`config.mk`:
```
export PLATFORM = sky130hd
export DESIGN_NAME = aabb_all_pairs_overlap_top
export DESIGN_NICKNAME = d
export VERILOG_FILES = /design/src/design/aapo_pkg.sv /design/src/design/aapo_ctrl.sv /design/src/design/aapo_dpath.sv /design/src/design/aabb_all_pairs_overlap_top.sv
export SDC_FILE = /design/constraint.sdc
export NUM_CORES = 2
export LEC_CHECK = 0
export BUFFER_PORTS_ARGS = -buffer_cell sky130_fd_sc_hd__buf_2
export CAP_MARGIN = 20
export CORE_MARGIN = 2
export CORE_UTILIZATION = 42
export DETAILED_ROUTE_END_ITERATION = 16
export GPL_TIMING_DRIVEN = 0
export PLACE_DENSITY = 0.68
export REMOVE_ABC_BUFFERS = 1
export SYNTH_ARGS = -nofsm -noshare
export SYNTH_HDL_FRONTEND = slang
export SYNTH_HIERARCHICAL = 1
export SYNTH_SLANG_ARGS = --single-unit
```
`constraint.sdc`:
```
create_clock -name clock -period 27 [get_ports clock]
set_clock_uncertainty 0.2 [all_clocks]
set_input_delay 4.05 -clock clock [delete_from_list [all_inputs] [get_ports clock]]
set_output_delay 4.05 -clock clock [all_outputs]
set_load 0.02 [all_outputs]
```
`src/design/aapo_pkg.sv`:
```
// aapo_pkg: shared types and constants for the all-pairs box overlap block
// used by aapo_ctrl, aapo_dpath and aabb_all_pairs_overlap_top
`default_nettype none

package aapo_pkg;

   localparam int MAX_BOXES_DEF = 16;
   localparam int COORD_W       = 32;
   localparam int IDX_OUT_W     = 4;
   localparam int REQ_DATA_W    = 6 * COORD_W;
   localparam int RSP_DATA_W    = 8;

   typedef struct packed {
      logic signed [COORD_W-1:0] max_z;
      logic signed [COORD_W-1:0] max_y;
      logic signed [COORD_W-1:0] max_x;
      logic signed [COORD_W-1:0] min_z;
      logic signed [COORD_W-1:0] min_y;
      logic signed [COORD_W-1:0] min_x;
   } box_type;

   typedef enum logic [1:0] {
      ST_LOAD,
      ST_CHECK,
      ST_DRAIN,
      ST_EMIT
   } state_type;

   typedef struct packed {
      logic store;
      logic start_check;
      logic issue;
      logic emit;
   } cmd_type;

   typedef struct packed {
      logic pair_none;
      logic pair_last;
      logic pipe_busy;
      logic out_free;
      logic emit_last;
   } status_type;

endpackage

`default_nettype wire

```
`src/design/aapo_ctrl.sv`:
```
// aapo_ctrl: sequencer for load, pair check, drain and result phases
// depends on aapo_pkg
`default_nettype none

module aapo_ctrl (
   input  wire                  clock,
   input  wire                  reset,
   input  wire                  req_tvalid,
   input  wire                  req_tlast,
   output logic                 req_tready,
   input  aapo_pkg::status_type status,
   output aapo_pkg::cmd_type    cmd
);

   aapo_pkg::state_type state_ff;
   aapo_pkg::state_type state_in;

   always_ff @(posedge clock) begin
      if (reset) begin
         state_ff <= aapo_pkg::ST_LOAD;
      end else begin
         state_ff <= state_in;
      end
   end

   always_comb begin
      state_in   = state_ff;
      cmd        = '0;
      req_tready = 1'b0;
      unique case (state_ff)
         aapo_pkg::ST_LOAD: begin
            req_tready = 1'b1;
            if (req_tvalid) begin
               cmd.store = 1'b1;
               if (req_tlast) begin
                  cmd.start_check = 1'b1;
                  state_in        = aapo_pkg::ST_CHECK;
               end
            end
         end
         aapo_pkg::ST_CHECK: begin
            if (status.pair_none) begin
               state_in = aapo_pkg::ST_DRAIN;
            end else begin
               cmd.issue = 1'b1;
               if (status.pair_last) begin
                  state_in = aapo_pkg::ST_DRAIN;
               end
            end
         end
         aapo_pkg::ST_DRAIN: begin
            if (!status.pipe_busy) begin
               state_in = aapo_pkg::ST_EMIT;
            end
         end
         aapo_pkg::ST_EMIT: begin
            cmd.emit = 1'b1;
            if (status.out_free && status.emit_last) begin
               state_in = aapo_pkg::ST_LOAD;
            end
         end
         default: begin
            state_in = aapo_pkg::ST_LOAD;
         end
      endcase
   end

endmodule

`default_nettype wire

```
`src/design/aapo_dpath.sv`:
```
// aapo_dpath: box memory, pair counters, overlap compare, hit flags, result register
// depends on aapo_pkg
`default_nettype none

module aapo_dpath #(
   parameter int MAX_BOXES = aapo_pkg::MAX_BOXES_DEF
) (
   input  wire                                  clock,
   input  wire                                  reset,
   input  wire  [aapo_pkg::REQ_DATA_W-1:0]      req_tdata,
   input  aapo_pkg::cmd_type                    cmd,
   output aapo_pkg::status_type                 status,
   output logic                                 rsp_tvalid,
   input  wire                                  rsp_tready,
   output logic [aapo_pkg::RSP_DATA_W-1:0]      rsp_tdata,
   output logic                                 rsp_tlast,
   output logic                                 rsp_tuser
);

   localparam int IW = $clog2(MAX_BOXES);
   localparam int CW = $clog2(MAX_BOXES + 1);

   aapo_pkg::box_type mem_ff [MAX_BOXES];
   aapo_pkg::box_type rd_a_ff;
   aapo_pkg::box_type rd_b_ff;

   logic [CW-1:0]        count_ff;
   logic                 ovf_ff;
   logic [IW-1:0]        i_ff;
   logic [IW-1:0]        j_ff;
   logic [IW-1:0]        s1_i_ff;
   logic [IW-1:0]        s1_j_ff;
   logic                 s1_vld_ff;
   logic [MAX_BOXES-1:0] hit_ff;
   logic [IW-1:0]        k_ff;

   logic                 rsp_vld_ff;
   logic [aapo_pkg::IDX_OUT_W-1:0] rsp_idx_ff;
   logic                 rsp_hit_ff;
   logic                 rsp_last_ff;
   logic                 rsp_ovf_ff;

   logic                 room;
   logic                 j_end;
   logic                 i_end;
   logic                 k_end;
   logic                 ovl;
   logic                 out_free;
   logic                 emit_fire;

   assign room      = count_ff < CW'(MAX_BOXES);
   assign j_end     = (CW + 1)'(j_ff) + (CW + 1)'(1) == (CW + 1)'(count_ff);
   assign i_end     = (CW + 1)'(i_ff) + (CW + 1)'(2) == (CW + 1)'(count_ff);
   assign k_end     = (CW + 1)'(k_ff) + (CW + 1)'(1) == (CW + 1)'(count_ff);
   assign out_free  = !rsp_vld_ff || rsp_tready;
   assign emit_fire = cmd.emit && out_free;

   assign ovl = (rd_a_ff.min_x < rd_b_ff.max_x) && (rd_a_ff.max_x > rd_b_ff.min_x) &&
                (rd_a_ff.min_y < rd_b_ff.max_y) && (rd_a_ff.max_y > rd_b_ff.min_y) &&
                (rd_a_ff.min_z < rd_b_ff.max_z) && (rd_a_ff.max_z > rd_b_ff.min_z);

   assign status.pair_none = count_ff < CW'(2);
   assign status.pair_last = i_end && j_end;
   assign status.pipe_busy = s1_vld_ff;
   assign status.out_free  = out_free;
   assign status.emit_last = k_end;

   // box memory: one write port, two registered read ports
   always_ff @(posedge clock) begin
      if (cmd.store && room) begin
         mem_ff[count_ff[IW-1:0]] <= req_tdata;
      end
      if (cmd.issue) begin
         rd_a_ff <= mem_ff[i_ff];
         rd_b_ff <= mem_ff[j_ff];
         s1_i_ff <= i_ff;
         s1_j_ff <= j_ff;
      end
   end

   always_ff @(posedge clock) begin
      if (reset) begin
         count_ff   <= '0;
         ovf_ff     <= 1'b0;
         i_ff       <= '0;
         j_ff       <= '0;
         k_ff       <= '0;
         s1_vld_ff  <= 1'b0;
         hit_ff     <= '0;
         rsp_vld_ff <= 1'b0;
      end else begin
         s1_vld_ff <= cmd.issue;
         if (cmd.store) begin
            if (room) begin
               count_ff <= count_ff + CW'(1);
            end else begin
               ovf_ff <= 1'b1;
            end
         end
         if (cmd.start_check) begin
            i_ff   <= '0;
            j_ff   <= IW'(1);
            k_ff   <= '0;
            hit_ff <= '0;
         end else if (cmd.issue) begin
            if (j_end) begin
               i_ff <= i_ff + IW'(1);
               j_ff <= i_ff + IW'(2);
            end else begin
               j_ff <= j_ff + IW'(1);
            end
         end
         if (s1_vld_ff && ovl) begin
            hit_ff[s1_i_ff] <= 1'b1;
            hit_ff[s1_j_ff] <= 1'b1;
         end
         if (emit_fire) begin
            rsp_vld_ff <= 1'b1;
            k_ff       <= k_ff + IW'(1);
            if (k_end) begin
               count_ff <= '0;
               ovf_ff   <= 1'b0;
            end
         end else if (rsp_tready) begin
            rsp_vld_ff <= 1'b0;
         end
      end
   end

   always_ff @(posedge clock) begin
      if (emit_fire) begin
         rsp_idx_ff  <= aapo_pkg::IDX_OUT_W'(k_ff);
         rsp_hit_ff  <= hit_ff[k_ff];
         rsp_last_ff <= k_end;
         rsp_ovf_ff  <= ovf_ff;
      end
   end

   assign rsp_tvalid = rsp_vld_ff;
   assign rsp_tdata  = {{(aapo_pkg::RSP_DATA_W - aapo_pkg::IDX_OUT_W - 1){1'b0}},
                        rsp_hit_ff, rsp_idx_ff};
   assign rsp_tlast  = rsp_last_ff;
   assign rsp_tuser  = rsp_ovf_ff;

endmodule

`default_nettype wire

```
`src/design/aabb_all_pairs_overlap_top.sv`:
```
// aabb_all_pairs_overlap_top: all-pairs strict overlap test on a set of boxes
// depends on aapo_pkg, aapo_ctrl, aapo_dpath
//
//   channel | dir | tdata                                         | tlast      | tuser
//   req_    | in  | min_x,min_y,min_z,max_x,max_y,max_z (192 b)   | last_box   | -
//   rsp_    | out | box_index[3:0], hit[4], zeros [7:5]           | last_result| overflowed
//
// loading accepts a box on every beat; the set closes on the beat with tlast
// the check runs one pair per cycle through a box memory with two registered read ports:
// N*(N-1)/2 pairs read, then compared; N results, one per cycle unless rsp_tready stalls
// req_tready is low after the closing beat until the last result sits in the output register
// reset is synchronous and clears counters, flags and the output valid
`default_nettype none

module aabb_all_pairs_overlap_top #(
   parameter int MAX_BOXES = aapo_pkg::MAX_BOXES_DEF
) (
   input  wire                             clock,
   input  wire                             reset,
   input  wire                             req_tvalid,
   output logic                            req_tready,
   // min_x, min_y, min_z, max_x, max_y, max_z
   input  wire  [aapo_pkg::REQ_DATA_W-1:0] req_tdata,
   input  wire                             req_tlast,
   output logic                            rsp_tvalid,
   input  wire                             rsp_tready,
   // box_index, hit, zero pad
   output logic [aapo_pkg::RSP_DATA_W-1:0] rsp_tdata,
   output logic                            rsp_tlast,
   // overflowed
   output logic                            rsp_tuser
);

   aapo_pkg::cmd_type    cmd;
   aapo_pkg::status_type status;

   aapo_ctrl u_ctrl (
      .clock      (clock),
      .reset      (reset),
      .req_tvalid (req_tvalid),
      .req_tlast  (req_tlast),
      .req_tready (req_tready),
      .status     (status),
      .cmd        (cmd)
   );

   aapo_dpath #(
      .MAX_BOXES (MAX_BOXES)
   ) u_dpath (
      .clock      (clock),
      .reset      (reset),
      .req_tdata  (req_tdata),
      .cmd        (cmd),
      .status     (status),
      .rsp_tvalid (rsp_tvalid),
      .rsp_tready (rsp_tready),
      .rsp_tdata  (rsp_tdata),
      .rsp_tlast  (rsp_tlast),
      .rsp_tuser  (rsp_tuser)
   );

endmodule

`default_nettype wire
```
### Word-level counts from Yosys, hierarchy flattened

Memory sizes are Yosys's and may differ from the RTL's. A register that Yosys moved wholly into a read port is not among the register bits.
Index checks and enable logic that the tools add are counted.

| storage, ports and cells | value |
|---|---|
| register bits | 53 |
| RAM bits | 3072 |
| memories | 1 |
| bits of input ports | 197 |

| cells by class | value |
|---|---|
| $add $sub $neg | 8 |
| reductions and logical operators | 21 |
| equality and inequality tests | 11 |
| bitwise gates (word level) | 2 |
| mux-type cells | 40 |
| magnitude comparators | 13 |

Memory list:

| memory | words | width | rd ports | clocked after Yosys merged registers in | write ports | line | source |
|---|---|---|---|---|---|---|---|
| u_dpath.mem_ff | 16 | 192 | 2 | 2 | 1 | aapo_dpath.sv:23 | `aapo_pkg::box_type mem_ff [MAX_BOXES];` |

Operators by type and width:

| cell | number |
|---|---|
| 32-bit greater-than comparator | 3 |
| 32-bit less-than comparator | 3 |
| 16-bit two-way mux | 3 |
| 16-bit OR | 2 |
| 5-bit two-way mux | 4 |
| 6-bit by 5-bit == test with 1-bit output | 3 |
| 1-bit two-way mux | 18 |
| 2-bit two-way mux | 8 |
| 4-bit by 5-bit less-than comparator with 1-bit output (second input constant) | 3 |
| 4-bit by 1-bit adder with 4-bit output (second input constant) | 3 |
| 1-bit logical AND | 12 |
| 4-bit two-way mux | 3 |
| 4-bit by 1-bit adder with 5-bit output (second input constant) | 2 |
| 1-bit demux with 4-bit select | 2 |
| 4-bit by 1-bit greater-or-equal comparator with 1-bit output (second input constant) | 2 |
| 2-bit case mux with 4 select lines | 1 |
| 2-bit != test (second input constant) | 3 |
| 2-bit nonzero test | 3 |
| 4-bit by 2-bit adder with 5-bit output (second input constant) | 1 |
| 5-bit by 1-bit adder with 5-bit output (second input constant) | 1 |
| 5-bit by 2-bit less-than comparator with 1-bit output (second input constant) | 1 |
| 5-bit less-than comparator (second input constant) | 1 |
| 5-bit AND reduction | 1 |
| 4-bit by 2-bit adder with 4-bit output (second input constant) | 1 |
| other kinds (10) | 11 |

### Logic depth before layout (Yosys ltp)

| depth | value |
|---|---|
| word-level depth | 8 |
| depth in mapped cells | 11 |
| depth with buffers taken out | 10 |

### By module

The synthesis kept the hierarchy.

Modules (own cells, without submodules):

| module | times used | cells each | area each (um2) | sequential area each (um2) |
|---|---|---|---|---|
| aapo_dpath | 1 | 6989 | 156751.6 | 104950.7 |
| aapo_ctrl | 1 | 21 | 224.0 | 40.0 |

### Least setup slack after synthesis

No wires, ideal clock.

| timing | value |
|---|---|
| path kind | register to register |
| start | register u_dpath.count_ff[2] |
| end | register u_dpath.i_ff[3] |
| data arrival time | 20.024 ns |
| setup time | 0.067 ns |
| path buffers | 2 |
| path slack | 6.709 ns |
| stages on the path, launching flop included | 8 |
| cell sequence | dfxtp_1 > buf_6 > clkbuf_1 > nor4_1 > nor2b_1 > nand4_1 > xor2_1 > nor2_1 |

RTL lines:

| item | line | source |
|---|---|---|
| from (decl) | aapo_dpath.sv:27 | `logic [CW-1:0] count_ff;` |
| from (signal assigned) | aapo_dpath.sv:95 | `count_ff <= count_ff + CW'(1);` |
| to (signal assigned) | aapo_dpath.sv:107 | `i_ff <= i_ff + IW'(1);` |
| to (decl) | aapo_dpath.sv:29 | `logic [IW-1:0] i_ff;` |

==> results.json <==
{
  "path_cells": "buf_2, and2_1, nor2b_1, nand2_1, nor3_2, buf_6, buf_8, buf_6, buf_6, buf_6, buf_6, buf_6",
  "drt_iter0_drc": 8964,
  "drv_slew": 0,
  "routed_wl_um": 412000,
  "finalNetCount": 7918,
  "grt_pass1_wl_um": 601000,
  "drcViolationCount": 0,
  "post_cts_buffers": 0,
  "ir_drop_uv": 51.8,
  "dieArea_mm2": 0.379,
  "ys_warn_count": 6,
  "hold_viol": 0,
  "rsz0062_at_grt": "no",
  "dr.pass1.iters": 5,
  "crit_path_frequent_cell": "buf_6",
  "area.growth.synth_to_final_pct": 16.1,
  "cts.path.max_buffers": 4,
  "cp_max_fo": 8,
  "period_share_pct": 25.8,
  "grt.total_usage_pct": 21.6,
  "wl_per_cell_um": 32.2,
  "slowest_stage": "nor3_2",
  "drv_cap": 0,
  "dp_hpwl_um": 268000,
  "clk_pin_slew_ns": 0.06,
  "crit_type": "in -> reg",
  "path_delay_family": "simple AND/OR/NAND/NOR gates",
  "fin_crit_ns": 6.97,
  "die_y_um": 615,
  "grt_max_degree": 58,
  "clkLatencyLatePin_ns": 0.89,
  "powerDensity_mw_per_mm2": 71.6,
  "slew_headroom_pct": 14.8,
  "coreArea_mm2": 0.372,
  "io_pins": 209,
  "syn_area_mm2": 0.157,
  "synth_top_cell_area_share_pct": 66.4,
  "startpoint_type": "input pin",
  "cts-resized-gates": 0,
  "gp_congestion": 0.727,
  "finalSetupViolCount": 0,
  "synth_edf_count": 3471,
  "async_flop_share_pct": 0,
  "outcome": "complete, no violations",
  "cts_buffers": 360,
  "drtAntennaViolNets": 0,
  "h-tree-depth": 5,
  "synth_cell_type_count": 65,
  "final_util_pct": 49.0,
  "p_leak_nw": 55.1,
  "timing.fmax_ghz": 0.144,
  "postSynthAreaPerCell_um2": 22.4,
  "num_vias": 80491,
  "ctsHoldBuffers": 0,
  "num_rows": 224,
  "die_x_um": 615,
  "total_power_mw": 13.0,
  "final_area_mm2": 0.182,
  "initial_core_util_pct": 42.2,
  "setup_tns_ns": 0,
  "path_buf_inv": 8,
  "clkSinkCount": 3509,
  "first_global_vias": 84587,
  "drive_gt1_share_pct": 38.9,
  "hold_path_class": "reg -> reg",
  "cts_tree": "done",
  "yosysTopAreaCell": "edfxtp_1",
  "port_buffers": 205,
  "yosys_register_bits": 3509,
  "yosysSeqAreaShare_pct": 66.9,
  "synth_area_leaders": "edfxtp_1 66%, mux4_2 27%, ha_1 1.6%",
  "antenna_found_initial": 126,
  "cpPeakStageDelay_ns": 0.81,
  "cts_root_buf": "clkbuf_16",
  "via_per_inst": 6.29,
  "tightest_slew_ns": 1.27,
  "syn_inst": 7010,
  "hold_ws_ns": 0.256,
  "dpl_cell_area_mm2": 0.170,
  "endpoint_kind": "register",
  "synthFlopType": "edfxtp_1",
  "worstPathArrival_ns": 7.35,
  "grt_overflow_total": 0,
  "cp.required_ns": 27.38
}
==> tightest hold or removal path: cells and delay by family, from the launching register on <==
| family | cells | cell delay (ns) |
|---|---|---|
| DFF | 1 | 0.31 |
| and+or+nand+nor | 1 | 0.05 |
| AOI/OAI and AO/OA | 1 | 0.05 |
==> state kept, by name (all words and copies together), names as in the netlist <==
register / flops
u_dpath/hit_ff: 16
u_dpath/rsp_tuser: 1
u_dpath/rsp_tvalid: 1
u_dpath/i_ff: 4
u_dpath/rsp_tlast: 1
u_ctrl/state_ff: 2
u_dpath/count_ff: 5
u_dpath/j_ff: 4
u_dpath/s1_vld_ff: 1
u_dpath/s1_j_ff: 4
u_dpath/s1_i_ff: 4
u_dpath/rd_b_ff: 192
u_dpath/ovf_ff: 1
u_dpath/mem_ff: 3072
u_dpath/rd_a_ff: 192
u_dpath/rsp_idx_ff: 4
u_dpath/rsp_hit_ff: 1
u_dpath/k_ff: 4
==> power breakdown <==
part / leakage, nW / switching, mW / internal [mW]
registers: 31.6 / 0.0869 / 6.28
logic: 17.8 / 0.780 / 0.876
clock network: 5.74 / 2.08 / 2.95
==> logic make-up (layout without fill, tap and decap cells) <==
kind of cell / Yosys count / count (layout) / synth area share [%]
flip-flops: 3509 / 3509 / 66.9
multiplexers: 1927 / 1927 / 27.1
buffers and inverters: 677 / 1464 / 1.77
AO/OA/AOI/OAI: 342 / 342 / 1.38
AND/OR/NAND/NOR: 334 / 334 / 1.15
adder cells (fa/ha/maj): 201 / 201 / 1.60
XOR/XNOR: 19 / 19 / 0.106
other: 1 / 37 / 0.00239
==> synthesized netlist by cell type, drive strengths merged, types with 11 or more instances <==
cell type,count
a211oi,74
a21o,20
a21oi,145
a22oi,11
and2,50
buf,210
clkbuf,264
dfxtp,38
edfxtp,3471
ha,201
inv,203
mux2i,67
mux4,1859
nand2,68
nand2b,11
nand3,24
nand4,38
nor2,52
nor2b,44
nor3,11
nor4,13
o21ai,41
xor2,11
==> final cells by class <==
type                    instances  area (um2)
multi-input cells            2826       49400
inverters                     203         764
diodes                         34        85.1
fillers                     29244      190000
clock buffers                 425        9500
flip-flops and latches       3509      105000
repair buffers                620        9070
well taps                    4972        6220
clock inverters               216        2270
==> layout by cell type (no fill, tap or decap), types with 12 or more instances in the layout <==
cell type,instances
o21ai_0,31
ha_1,201
buf_16,130
clkbuf_1,53
nor2b_1,43
clkinv_2,63
buf_6,118
nor2_4,12
bufinv_16,46
diode_2,34
and2_1,50
a21oi_1,145
buf_2,205
mux4_2,1859
a21o_1,20
dfxtp_1,30
buf_12,146
nor2_1,40
clkinv_1,72
mux2i_1,67
a211oi_1,73
clkinvlp_4,17
nand2_1,68
nand3_1,24
clkbuf_16,371
edfxtp_1,3471
inv_1,202
nand4_1,38
buf_4,13
==> worst paths after layout <==
| path | from | end | slack, ns | depth (start not counted) |
|---|---|---|---|---|
| worst max-delay path | req_tvalid | u_dpath/mem_ff[2][96]$_DFFE_PP_ | 20.03 | 12 |
| worst min-delay path | u_dpath/hit_ff[8]$_SDFF_PP0_ | u_dpath/hit_ff[8]$_SDFF_PP0_ | 0.26 | 2 |
| worst max register to register | u_dpath/rd_b_ff[77]$_DFFE_PP_ | u_dpath/hit_ff[0]$_SDFF_PP0_ | 22.10 | 10 |
| worst min register to register | u_dpath/hit_ff[8]$_SDFF_PP0_ | u_dpath/hit_ff[8]$_SDFF_PP0_ | 0.26 | 2 |
==> layer usage <==
| metal | share of wire, % | vias up | global-route usage [%] |
|---|---|---|---|
| met5 | 0.090 | - | 0 |
| met4 | 2.7 | 60 | 6.09 |
| met3 | 8.7 | 747 | 4.19 |
| met2 | 50 | 3821 | 35.3 |
| met1 | 39 | 43950 | 29.8 |
| li1 | - | 31913 | - |
==> per-stage QoR <==
stage,instances,setup WS (ns)
detailed placement,12130,19.17
floorplan,6538,-8.93
finish,12805,20.03
global route,12792,19.88
CTS,12771,20.07
global placement,11715,-38.13
(Power assumes the default switching activity.)
